[config.mk]
export PLATFORM = sky130hd
export DESIGN_NAME = keypad_code_lock_controller_flat
export DESIGN_NICKNAME = d
export VERILOG_FILES = /design/src/design/kcl_pkg.sv /design/src/design/kcl_if.sv /design/src/design/kcl_step.sv /design/src/design/keypad_code_lock_controller.sv /design/src/flat_wrapper.sv
export SDC_FILE = /design/constraint.sdc
export NUM_CORES = 1
export LEC_CHECK = 0
export BUFFER_PORTS_ARGS = -buffer_cell sky130_fd_sc_hd__buf_2
export CORE_MARGIN = 3
export CORE_UTILIZATION = 55
export DETAILED_ROUTE_END_ITERATION = 8
export PLACE_DENSITY = 0.77
export SLEW_MARGIN = 20
export SYNTH_ARGS = -nofsm -noshare
export SYNTH_HDL_FRONTEND = slang
export SYNTH_HIERARCHICAL = 1
export SYNTH_SLANG_ARGS = --single-unit
[constraint.sdc]
create_clock -name clk_i -period 3.8 [get_ports clk_i]
set_input_delay 0.38 -clock clk_i [delete_from_list [all_inputs] [get_ports clk_i]]
set_output_delay 0.38 -clock clk_i [all_outputs]
set_load 0.1 [all_outputs]
[src/design/kcl_pkg.sv]
// Package for the keypad code lock controller: field widths, event codes,
// lock modes, the result record and the mode encoding helper.
// No dependencies.
`timescale 1ns / 1ps

package kcl_pkg;

  localparam int CODE_DIGITS_DEF = 4;

  localparam int FuncW   = 3;
  localparam int DigitW  = 4;
  localparam int ByteW   = 8;
  localparam int ModeW   = 2;
  localparam int HeldW   = 3;
  localparam int FailW   = 4;

  localparam logic [FailW-1:0] MAX_FAILURES_RST = 4'd3;
  localparam logic [FailW-1:0] FAIL_SAT         = 4'd15;
  localparam logic [DigitW-1:0] DIGIT_MAX       = 4'd9;
  localparam logic [DigitW-1:0] CODE_RST_DIGIT  = 4'd1;

  // Event codes on func
  localparam logic [FuncW-1:0] FUNC_KEY        = 3'd0;
  localparam logic [FuncW-1:0] FUNC_ENTRY      = 3'd1;
  localparam logic [FuncW-1:0] FUNC_EXIT       = 3'd2;
  localparam logic [FuncW-1:0] FUNC_ALARM_RST  = 3'd3;
  localparam logic [FuncW-1:0] FUNC_PROG_START = 3'd4;
  localparam logic [FuncW-1:0] FUNC_REMOTE_DIG = 3'd5;

  // Remote byte that stands for digit 0
  localparam logic [ByteW-1:0] REMOTE_ZERO = 8'h10;

  // Encoded lock_mode values
  localparam logic [ModeW-1:0] LOCK_IDLE  = 2'd0;
  localparam logic [ModeW-1:0] LOCK_ENTER = 2'd1;
  localparam logic [ModeW-1:0] LOCK_ALARM = 2'd2;
  localparam logic [ModeW-1:0] LOCK_PROG  = 2'd3;

  typedef enum logic [3:0] {
    MODE_IDLE  = 4'b0001,
    MODE_ENTER = 4'b0010,
    MODE_ALARM = 4'b0100,
    MODE_PROG  = 4'b1000
  } mode_e;

  typedef struct packed {
    logic [ModeW-1:0] lock_mode;
    logic             door_open;
    logic             wrong_code;
    logic             alarm_on;
    logic             entry_led;
    logic [HeldW-1:0] digits_held;
    logic [FailW-1:0] failure_count;
  } result_t;

  function automatic logic [ModeW-1:0] mode_code(mode_e m);
    logic [ModeW-1:0] c;
    case (m)
      MODE_IDLE:  c = LOCK_IDLE;
      MODE_ENTER: c = LOCK_ENTER;
      MODE_ALARM: c = LOCK_ALARM;
      MODE_PROG:  c = LOCK_PROG;
      default:    c = LOCK_IDLE;
    endcase
    return c;
  endfunction

endpackage

[src/design/kcl_if.sv]
// Valid/ready channel interfaces for lock events and lock results.
// Depends on kcl_pkg.
`timescale 1ns / 1ps

interface kcl_in_if;
  logic                        valid;
  logic                        ready;
  logic [kcl_pkg::FuncW-1:0]   func;
  logic [kcl_pkg::DigitW-1:0]  key_digit;
  logic [kcl_pkg::ByteW-1:0]   remote_byte;

  modport source (output valid, func, key_digit, remote_byte, input ready);
  modport sink   (input valid, func, key_digit, remote_byte, output ready);
endinterface

interface kcl_out_if;
  logic                        valid;
  logic                        ready;
  logic [kcl_pkg::ModeW-1:0]   lock_mode;
  logic                        door_open;
  logic                        wrong_code;
  logic                        alarm_on;
  logic                        entry_led;
  logic [kcl_pkg::HeldW-1:0]   digits_held;
  logic [kcl_pkg::FailW-1:0]   failure_count;

  modport source (output valid, lock_mode, door_open, wrong_code, alarm_on, entry_led,
                  digits_held, failure_count, input ready);
  modport sink   (input valid, lock_mode, door_open, wrong_code, alarm_on, entry_led,
                  digits_held, failure_count, output ready);
endinterface

[src/design/kcl_step.sv]
// Lock state and per-event update: mode, digit count, failure count,
// entry buffer and stored code. Depends on kcl_pkg.
`timescale 1ns / 1ps

module kcl_step #(
  parameter int CODE_DIGITS = kcl_pkg::CODE_DIGITS_DEF
) (
  input  logic                        clk_i,
  input  logic                        rst_ni,
  input  logic                        accept_i,
  input  logic [kcl_pkg::FuncW-1:0]   func_i,
  input  logic [kcl_pkg::DigitW-1:0]  key_digit_i,
  input  logic [kcl_pkg::ByteW-1:0]   remote_byte_i,
  input  logic [kcl_pkg::FailW-1:0]   max_failures_i,
  output kcl_pkg::result_t            result_o
);

  localparam int IdxW = (CODE_DIGITS > 1) ? $clog2(CODE_DIGITS) : 1;
  localparam int CntW = (IdxW > kcl_pkg::HeldW) ? IdxW : kcl_pkg::HeldW;
  localparam logic [CntW-1:0] LastIdx = CntW'(CODE_DIGITS - 1);

  kcl_pkg::mode_e                                mode_q, mode_d;
  logic [CntW-1:0]                               cnt_q, cnt_d;
  logic [kcl_pkg::FailW-1:0]                     fail_q, fail_d;
  logic [CODE_DIGITS-1:0][kcl_pkg::DigitW-1:0]   buf_q;
  logic [CODE_DIGITS-1:0][kcl_pkg::DigitW-1:0]   code_q;

  logic                          buf_we, code_we, door, wrong, match, last_digit;
  logic                          rdigit_ok;
  logic [kcl_pkg::DigitW-1:0]    rdigit;
  logic [kcl_pkg::FailW-1:0]     limit, fail_inc;
  logic [IdxW-1:0]               idx;

  assign idx        = cnt_q[IdxW-1:0];
  assign last_digit = (cnt_q == LastIdx);
  assign limit      = (max_failures_i == '0) ? kcl_pkg::FailW'(1) : max_failures_i;
  assign fail_inc   = (fail_q != kcl_pkg::FAIL_SAT) ? fail_q + kcl_pkg::FailW'(1) : fail_q;

  always_comb begin
    rdigit_ok = 1'b0;
    rdigit    = '0;
    if (remote_byte_i inside {[8'h01:8'h09]}) begin
      rdigit_ok = 1'b1;
      rdigit    = remote_byte_i[kcl_pkg::DigitW-1:0];
    end else if (remote_byte_i == kcl_pkg::REMOTE_ZERO) begin
      rdigit_ok = 1'b1;
    end
  end

  // Last digit comes straight from the key, the rest from the buffer
  always_comb begin
    match = 1'b1;
    for (int k = 0; k < CODE_DIGITS; k++) begin
      if (k == CODE_DIGITS - 1) begin
        if (key_digit_i != code_q[k]) match = 1'b0;
      end else begin
        if (buf_q[k] != code_q[k]) match = 1'b0;
      end
    end
  end

  always_comb begin
    mode_d  = mode_q;
    cnt_d   = cnt_q;
    fail_d  = fail_q;
    door    = 1'b0;
    wrong   = 1'b0;
    buf_we  = 1'b0;
    code_we = 1'b0;
    if (func_i == kcl_pkg::FUNC_ALARM_RST) begin
      mode_d = kcl_pkg::MODE_IDLE;
      cnt_d  = '0;
    end else begin
      case (mode_q)
        kcl_pkg::MODE_IDLE: begin
          if (func_i == kcl_pkg::FUNC_ENTRY) begin
            mode_d = kcl_pkg::MODE_ENTER;
            cnt_d  = '0;
          end else if (func_i == kcl_pkg::FUNC_EXIT) begin
            door   = 1'b1;
            cnt_d  = '0;
            fail_d = '0;
          end else if (func_i == kcl_pkg::FUNC_PROG_START) begin
            mode_d = kcl_pkg::MODE_PROG;
            cnt_d  = '0;
          end
        end
        kcl_pkg::MODE_ENTER: begin
          if (func_i == kcl_pkg::FUNC_KEY && key_digit_i <= kcl_pkg::DIGIT_MAX) begin
            buf_we = 1'b1;
            if (last_digit) begin
              cnt_d = '0;
              if (match) begin
                door   = 1'b1;
                fail_d = '0;
                mode_d = kcl_pkg::MODE_IDLE;
              end else begin
                wrong = 1'b1;
                if (fail_inc >= limit) begin
                  fail_d = '0;
                  mode_d = kcl_pkg::MODE_ALARM;
                end else begin
                  fail_d = fail_inc;
                end
              end
            end else begin
              cnt_d = cnt_q + CntW'(1);
            end
          end
        end
        kcl_pkg::MODE_PROG: begin
          if (func_i == kcl_pkg::FUNC_REMOTE_DIG && rdigit_ok) begin
            code_we = 1'b1;
            if (last_digit) begin
              cnt_d  = '0;
              mode_d = kcl_pkg::MODE_IDLE;
            end else begin
              cnt_d = cnt_q + CntW'(1);
            end
          end
        end
        default: ;
      endcase
    end
  end

  always_comb begin
    result_o.lock_mode     = kcl_pkg::mode_code(mode_d);
    result_o.door_open     = door;
    result_o.wrong_code    = wrong;
    result_o.alarm_on      = (mode_d == kcl_pkg::MODE_ALARM);
    result_o.entry_led     = (mode_d == kcl_pkg::MODE_ENTER) || (mode_d == kcl_pkg::MODE_PROG);
    result_o.digits_held   = cnt_d[kcl_pkg::HeldW-1:0];
    result_o.failure_count = fail_d;
  end

  always_ff @(posedge clk_i or negedge rst_ni) begin
    if (!rst_ni) begin
      mode_q <= kcl_pkg::MODE_IDLE;
      cnt_q  <= '0;
      fail_q <= '0;
      code_q <= {CODE_DIGITS{kcl_pkg::CODE_RST_DIGIT}};
    end else if (accept_i) begin
      mode_q <= mode_d;
      cnt_q  <= cnt_d;
      fail_q <= fail_d;
      if (code_we) code_q[idx] <= rdigit;
    end
  end

  always_ff @(posedge clk_i) begin
    if (accept_i && buf_we) buf_q[idx] <= key_digit_i;
  end

  a_cnt_range: assert property (@(posedge clk_i) disable iff (!rst_ni)
    int'(cnt_q) < CODE_DIGITS)
    else $error("digit count reached code length");

  a_code_only_in_prog: assert property (@(posedge clk_i) disable iff (!rst_ni)
    !$stable(code_q) |-> ($past(mode_q) == kcl_pkg::MODE_PROG))
    else $error("stored code changed outside programming");

endmodule

[src/design/keypad_code_lock_controller.sv]
// Keypad code lock controller, top level: configuration register, event
// update and the result register. Depends on kcl_pkg, kcl_if, kcl_step.
`timescale 1ns / 1ps

// Each event beat yields one result beat; an event can be taken every cycle, and
// its result appears in the next cycle from the result register, which also
// decouples the two sides: a new event is taken whenever that register is
// empty or being drained in the same cycle. The whole update (mode change, digit
// collection and the compare of the full entered code) is combinational ahead of
// the result register. The user must write max_failures via cfg_we_i/cfg_wdata_i
// only while no beat is in flight; the block does not check. A value of 0 acts as 1.
module keypad_code_lock_controller #(
  parameter int CODE_DIGITS = kcl_pkg::CODE_DIGITS_DEF
) (
  input  logic                        clk_i,
  input  logic                        rst_ni,
  input  logic                        cfg_we_i,
  input  logic [kcl_pkg::FailW-1:0]   cfg_wdata_i,
  kcl_in_if.sink                      in_i,
  kcl_out_if.source                   out_o
);

  logic [kcl_pkg::FailW-1:0] max_failures_q;
  logic                      out_valid_q;
  kcl_pkg::result_t          res_q, res_d;
  logic                      accept;

  assign in_i.ready = !out_valid_q || out_o.ready;
  assign accept     = in_i.valid && in_i.ready;

  always_ff @(posedge clk_i or negedge rst_ni) begin
    if (!rst_ni) begin
      max_failures_q <= kcl_pkg::MAX_FAILURES_RST;
    end else if (cfg_we_i) begin
      max_failures_q <= cfg_wdata_i;
    end
  end

  kcl_step #(
    .CODE_DIGITS (CODE_DIGITS)
  ) u_step (
    .clk_i          (clk_i),
    .rst_ni         (rst_ni),
    .accept_i       (accept),
    .func_i         (in_i.func),
    .key_digit_i    (in_i.key_digit),
    .remote_byte_i  (in_i.remote_byte),
    .max_failures_i (max_failures_q),
    .result_o       (res_d)
  );

  always_ff @(posedge clk_i or negedge rst_ni) begin
    if (!rst_ni) begin
      out_valid_q <= 1'b0;
    end else if (accept) begin
      out_valid_q <= 1'b1;
    end else if (out_o.ready) begin
      out_valid_q <= 1'b0;
    end
  end

  always_ff @(posedge clk_i) begin
    if (accept) res_q <= res_d;
  end

  assign out_o.valid         = out_valid_q;
  assign out_o.lock_mode     = res_q.lock_mode;
  assign out_o.door_open     = res_q.door_open;
  assign out_o.wrong_code    = res_q.wrong_code;
  assign out_o.alarm_on      = res_q.alarm_on;
  assign out_o.entry_led     = res_q.entry_led;
  assign out_o.digits_held   = res_q.digits_held;
  assign out_o.failure_count = res_q.failure_count;

  a_accept_gives_result: assert property (@(posedge clk_i) disable iff (!rst_ni)
    accept |=> out_valid_q)
    else $error("accepted event produced no result beat");

  a_door_from_idle: assert property (@(posedge clk_i) disable iff (!rst_ni)
    (out_valid_q && res_q.door_open) |->
      (res_q.lock_mode == kcl_pkg::LOCK_IDLE && !res_q.wrong_code))
    else $error("door release outside idle or with wrong code");

  a_alarm_level: assert property (@(posedge clk_i) disable iff (!rst_ni)
    out_valid_q |-> (res_q.alarm_on == (res_q.lock_mode == kcl_pkg::LOCK_ALARM)))
    else $error("alarm output disagrees with mode");

  a_alarm_clears_fail: assert property (@(posedge clk_i) disable iff (!rst_ni)
    (out_valid_q && res_q.wrong_code && res_q.alarm_on) |-> (res_q.failure_count == '0))
    else $error("failure count kept when alarm raised");

endmodule
[src/flat_wrapper.sv]
// flat-port wrapper written by rule: the top's interface ports become plain ports
module keypad_code_lock_controller_flat 
#(
  parameter int CODE_DIGITS = kcl_pkg::CODE_DIGITS_DEF
)
  (clk_i, rst_ni, cfg_we_i, cfg_wdata_i, in_i_valid, in_i_func, in_i_key_digit, in_i_remote_byte, in_i_ready, out_o_valid, out_o_lock_mode, out_o_door_open, out_o_wrong_code, out_o_alarm_on, out_o_entry_led, out_o_digits_held, out_o_failure_count, out_o_ready);
  kcl_in_if in_i_i ();
  kcl_out_if out_o_i ();
  input  logic clk_i;
  input  logic rst_ni;
  input  logic cfg_we_i;
  input  logic [kcl_pkg::FailW-1:0] cfg_wdata_i;
  input wire logic [$bits(in_i_i.valid)-1:0] in_i_valid;
  input wire logic [$bits(in_i_i.func)-1:0] in_i_func;
  input wire logic [$bits(in_i_i.key_digit)-1:0] in_i_key_digit;
  input wire logic [$bits(in_i_i.remote_byte)-1:0] in_i_remote_byte;
  output wire logic [$bits(in_i_i.ready)-1:0] in_i_ready;
  output wire logic [$bits(out_o_i.valid)-1:0] out_o_valid;
  output wire logic [$bits(out_o_i.lock_mode)-1:0] out_o_lock_mode;
  output wire logic [$bits(out_o_i.door_open)-1:0] out_o_door_open;
  output wire logic [$bits(out_o_i.wrong_code)-1:0] out_o_wrong_code;
  output wire logic [$bits(out_o_i.alarm_on)-1:0] out_o_alarm_on;
  output wire logic [$bits(out_o_i.entry_led)-1:0] out_o_entry_led;
  output wire logic [$bits(out_o_i.digits_held)-1:0] out_o_digits_held;
  output wire logic [$bits(out_o_i.failure_count)-1:0] out_o_failure_count;
  input wire logic [$bits(out_o_i.ready)-1:0] out_o_ready;
  assign in_i_i.valid = in_i_valid;
  assign in_i_i.func = in_i_func;
  assign in_i_i.key_digit = in_i_key_digit;
  assign in_i_i.remote_byte = in_i_remote_byte;
  assign in_i_ready = in_i_i.ready;
  assign out_o_valid = out_o_i.valid;
  assign out_o_lock_mode = out_o_i.lock_mode;
  assign out_o_door_open = out_o_i.door_open;
  assign out_o_wrong_code = out_o_i.wrong_code;
  assign out_o_alarm_on = out_o_i.alarm_on;
  assign out_o_entry_led = out_o_i.entry_led;
  assign out_o_digits_held = out_o_i.digits_held;
  assign out_o_failure_count = out_o_i.failure_count;
  assign out_o_i.ready = out_o_ready;
  keypad_code_lock_controller #(.CODE_DIGITS(CODE_DIGITS)) u_core (.clk_i(clk_i), .rst_ni(rst_ni), .cfg_we_i(cfg_we_i), .cfg_wdata_i(cfg_wdata_i), .in_i(in_i_i), .out_o(out_o_i));
endmodule
Word-level counts from Yosys, hierarchy flattened
Index checks and enable logic that the tools add are counted.
- add/subtract/negate cells: 2
- magnitude comparators: 6
- equal/unequal tests: 18
- multiplexer cells: 56
- bitwise gates (word level): 3
- reduce and logical (&&, ||, !) cells: 14
- operators with widths (operator ; count):
    4-bit two-way mux ; 21
    16-bit bitwise mux ; 2
    3-bit two-way mux ; 7
    1-bit two-way mux ; 20
    4-bit != test ; 4
    4-bit case mux with 3 select lines ; 1
    3-bit by 2-bit == test with 1-bit output (second input constant) ; 3
    3-bit case mux with 3 select lines ; 1
    4-bit demux with 2-bit select ; 1
    4-bit by 2-bit == test with 1-bit output (second input constant) ; 2
    4-bit == test (second input constant) ; 2
    8-bit by 5-bit == test with 1-bit output (second input constant) ; 1
    8-bit by 1-bit >= comparator with 1-bit output (second input constant) ; 1
    8-bit by 4-bit less-or-equal comparator with 1-bit output (second input constant) ; 1
    4-bit case mux with 2 select lines ; 1
    3-bit == test (second input constant) ; 2
    1-bit logical AND ; 6
    2-bit case mux with 3 select lines ; 1
    4-bit by 1-bit adder with 4-bit output (second input constant) ; 1
    4-bit by 1-bit == test with 1-bit output (second input constant) ; 1
    4-bit by 3-bit == test with 1-bit output (second input constant) ; 1
    4-bit >= comparator ; 1
    4-bit less-or-equal comparator (second input constant) ; 1
    4-bit logical NOT ; 1
    other kinds (13) ; 16
- register bits: 61
- input port bits: 24
- word-level logic and storage cells: 119

Depth between registers and ports, before layout
- depth in word-level cells: 12
- gate-level depth with buffers: 11
- mapped depth without buffers: 10

Cells and area by module
Netlist, hierarchy kept.
- by module, submodules not included (module ; times used ; cells each ; area an instance (µm²) ; seq. area each (µm²)):
    kcl_step ; 1 ; 244 ; 2467.4 ; 1042.2
    keypad_code_lock_controller ; 1 ; 25 ; 581.8 ; 518.0

Worst setup path after synthesis
No wires, ideal clock.
- path type: register to register
- start point: register u_core.out_valid_q, in the netlist u_core/out_o.valid
- end point: register u_core/u_step/code_q[13] in the netlist's numbering
- setup time: 125 ps
- arrival time: 3195 ps
- setup slack: 480 ps
- cell stages (with the launch flop): 8
- buffers on the path: 1
- period minus slack after synthesis: 3320 ps
- cell sequence: dfrtp_1 nand2b_1 and2_1 buf_4 nand2_1 nor3_4 nand2_1 mux2_2
- longest elaborated chain between the ends: 4
- RTL lines (item ; line ; text):
    start: declaration ; keypad_code_lock_controller.sv:24 ; logic out_valid_q;
    start signal: assignment ; keypad_code_lock_controller.sv:54 ; out_valid_q <= 1'b0;
    start signal: assignment ; keypad_code_lock_controller.sv:56 ; out_valid_q <= 1'b1;
    start signal: assignment ; keypad_code_lock_controller.sv:58 ; out_valid_q <= 1'b0;
    1-bit logical NOT ; keypad_code_lock_controller.sv:28 ; assign in_i.ready = !out_valid_q || out_o.ready;
    1-bit logical OR ; keypad_code_lock_controller.sv:28 ;
    net in_i_ready ; flat_wrapper.sv:17 ; output wire logic [$bits(in_i_i.ready)-1:0] in_i_ready;
    1-bit logical AND ; keypad_code_lock_controller.sv:29 ; assign accept = in_i.valid && in_i.ready;
    net u_core.accept ; keypad_code_lock_controller.sv:26 ; logic accept;
    2-bit AND reduction (no line) ; -- ;
    end signal: assignment ; kcl_step.sv:142 ; code_q <= {CODE_DIGITS{kcl_pkg::CODE_RST_DIGIT}};
    end signal: indexed assignment ; kcl_step.sv:147 ; if (code_we) code_q[idx] <= rdigit;
    end: declaration ; kcl_step.sv:26 ; logic [CODE_DIGITS-1:0][kcl_pkg::DigitW-1:0] code_q;
The timed path passes the listed nets, and every way through them passes these cells.
A chain may end at the register's enable or synchronous reset.

==> flow_summary_export.csv <==
group,metric,value,unit
pwr,powerDensity,483,mW/mm^2
critical_path,cp.required,3950,ps
yosys,ys_ff_latch,57,
pwr,clock_power_share,0.323,
cells_and_area,n_antenna_cell,0,
flow_run,cap_violations,0,
yosys,synth_top_area_frac,0.246,
clock_tree,cts_setup_buffers,0,
sta,skew,7.49,ps
route,wirelength,6.07,mm
cells_and_area,finalNetCount,343,
clock_tree,cts_buffers,9,
yosys,synthTopCellsByArea,"edfxtp_1 (25%), dfrtp_1 (21%), mux2_2 (8.1%)",
clock_tree,htree_levels,3,
floorplanning,die_x,80.5,microns
pwr,p_leak,1.47,nW
sta,fin_setup_tns,0,ps
clock_tree,hold_buffers,0,
clock_tree,cts.clk_slew.worst_paths,60,ps
cells_and_area,layout_common_cells,"buf_2 (38), dfrtp_1 (25), edfxtp_1 (25), nand2_1 (25), mux2_2 (22)",
route,drt-initial-drc-count,135,
placement,post-dp-hpwl,4.34,mm
sta,max_clock_freq,335,MHz
pwr,p_switching,0.535,mW
clock_tree,cts_tree,"built",
yosys,synth.distinct_cells,52,
sta,drv_slew,0,
grt,grt_pass1_vias,2146,
cells_and_area,final_common_cell,"buf_2",
floorplanning,ioPinCount,39,
pwr,internal_power,1.15,mW
route,first_pass_iters,4,
sta,hold_viol,0,
critical_path,worstPathArrival,3140,ps
floorplanning,coreArea,0.00524,sq mm
min_path,hp-class,"primary input to asynchronous set/reset pin",
pwr,seq_power_share,0.439,
yosys,ys.warnings.count,6,
critical_path,path_class,"flop to flop",
sta,fin_crit,2990,ps
yosys,synth-main-ff-cell,"edfxtp_1",
placement,place_congestion,0.853,
route,dr_total_vias,2194,
clock_tree,ctsResizeCount,0,
floorplanning,initial_core_util,0.582,
floorplanning,num_rows,26,
sta,worst_pin_slew,778,ps
grt,antenna_found_initial,0,
cells_and_area,fill_cells,405,
yosys,syn_nets,302,
yosys,ys_seq_area_frac,0.512,
cells_and_area,syn_to_final_growth,14.2,%
route,route.detailed.vias_per_inst,5.70,
yosys,synthesis.area,0.00305,sq mm
yosys,async_flop_share,0.561,
pwr,comb_power_share,0.238,
floorplanning,dieArea,0.00647,sq mm
cells_and_area,register_area,0.00156,sq mm
grt,grt_usage,0.205,
placement,port_buffers,38,
cells_and_area,multi_input_area,0.00138,sq mm
yosys,yosysTopAreaCell,"edfxtp_1",
pwr,finalPower,1.68,mW
floorplanning,die_y,80.5,microns
sta,layout_setup_ws,811,ps
placement,place_ws,892,ps
sta,finalSetupViolations,0,
yosys,synth_cells,269,
clock_tree,clock_latency,330,ps
route,wl_per_cell,15.8,microns
critical_path,crit_path_max_fanout,6,
cells_and_area,drive_gt1_frac,0.292,
yosys,synth_enable_flop_cells,25,
sta,slew_headroom,0.474,
run_status,outcome,"complete, no violations",
route,drcViolationCount,0,
route,ant_nets,0,
critical_path,end_kind,"flop",
critical_path,startpoint_type,"flop",
pwr,ir_drop,0.325,mV
sta,rsz0062_at_grt,"no",
grt,grt_first_pass_wirelength,9.80,mm
yosys,avgSynthCellArea,11.3,sq um
grt,grt.overflow.total,0,
pwr,p_sw_frac,0.318,
clock_tree,root_buffer,"clkbuf_8",
clock_tree,clockBufferDepth,2,
grt,grt_start_max_net_pins,33,
sta,min_period_over_period,0.787,
clock_tree,cts_sinks,57,
-- synthesized netlist by cell type (6+ instances only) --
cell type   n
nor2_1     12
inv_1      13
dfrtp_1    25
nand4_1     7
mux2_2     22
ha_1        9
nand2_1    25
a21oi_1     9
o21ai_0    10
nor3_1      6
and2_1      8
xnor2_1    17
dfstp_2     7
edfxtp_1   25
-- worst paths after layout --
kind                                           from                            end  slack [ps]  cells after the start
max in group asynchronous                    rst_ni         u_core/u_step/cnt_q[2]        3240                      1
hold / removal                               rst_ni       u_core/u_step/code_q[15]         100                      1
setup / recovery            u_core/u_step/fail_q[0]  u_core/out_o.failure_count[0]         810                     10
hold reg to reg            u_core/max_failures_q[2]       u_core/max_failures_q[2]         510                      1
min in group clk_i                       in_i_valid             u_core/out_o.valid         260                      2
setup reg to reg            u_core/u_step/fail_q[0]  u_core/out_o.failure_count[0]         810                     10
-- layer usage --
layer | GRT usage | routed length [microns]
met1 | 0.279 | 2920
met2 | 0.312 | 2710
met3 | 0.0415 | 343
met4 | 0.0997 | 104
met5 | 0 | 0
-- flip-flops by register name, indices dropped and copies added (netlist names) --
name,flops
u_core/max_failures_q,4
u_core/u_step/buf_q,12
u_core/u_step/fail_q,4
u_core/out_o.door_open,1
u_core/out_o.lock_mode,2
u_core/out_o.failure_count,4
u_core/u_step/code_q,16
u_core/out_o.entry_led,1
u_core/out_o.alarm_on,1
u_core/out_o.digits_held,3
u_core/out_o.wrong_code,1
u_core/u_step/mode_q,4
u_core/u_step/cnt_q,3
u_core/out_o.valid,1
-- area by class of cell --
type / instances / area share
Clock inverter: 4 / 0.0129
Sequential cell: 57 / 0.448
Inverter: 13 / 0.0140
Multi-Input combinational cell: 188 / 0.397
Timing Repair Buffer: 41 / 0.0611
Tap cell: 70 / 0.0252
Clock buffer: 12 / 0.0417
-- per-stage QoR --
step | util | instance area [sq um] | instances | hold slack (ps)
after floorplan | - | 3050 | 269 | 84.4
after global placement | 0.628 | 3290 | 369 | 485
after detailed placement | 0.628 | 3290 | 369 | 482
after CTS | 0.665 | 3480 | 385 | 124
after global routing | 0.665 | 3480 | 385 | 153
final | 0.665 | 3480 | 385 | 104
-- critical path: stages, from the launching register on --
cell and delay, ps:
dfrtp_1 430, ha_1 260, nand3_1 150, mux2i_1 310, inv_1 80, ha_1 290, a21oi_1 170, o21ai_0 160
nor3_1 600, inv_1 130, o21ai_0 230
-- logic make-up after synthesis --
kind of cell	after synthesis	synth area share
simple gates	89	0.163
mux	26	0.0944
compound gates	44	0.101
xor+xnor	20	0.0574
buf+inv	24	0.0353
fa+ha+maj	9	0.0369
flops	57	0.512
-- power groups by stage --
stage	sequential (mW)	clock (mW)	combinational (mW)
CTS	0.736	0.557	0.398
global placement	0.747	0	0.386
global route	0.743	0.589	0.431
detailed placement	0.748	0	0.395
finish	0.738	0.543	0.400
floorplan	0.795	0	0.274
No activity file was read; power rests on OpenSTA's default activity.
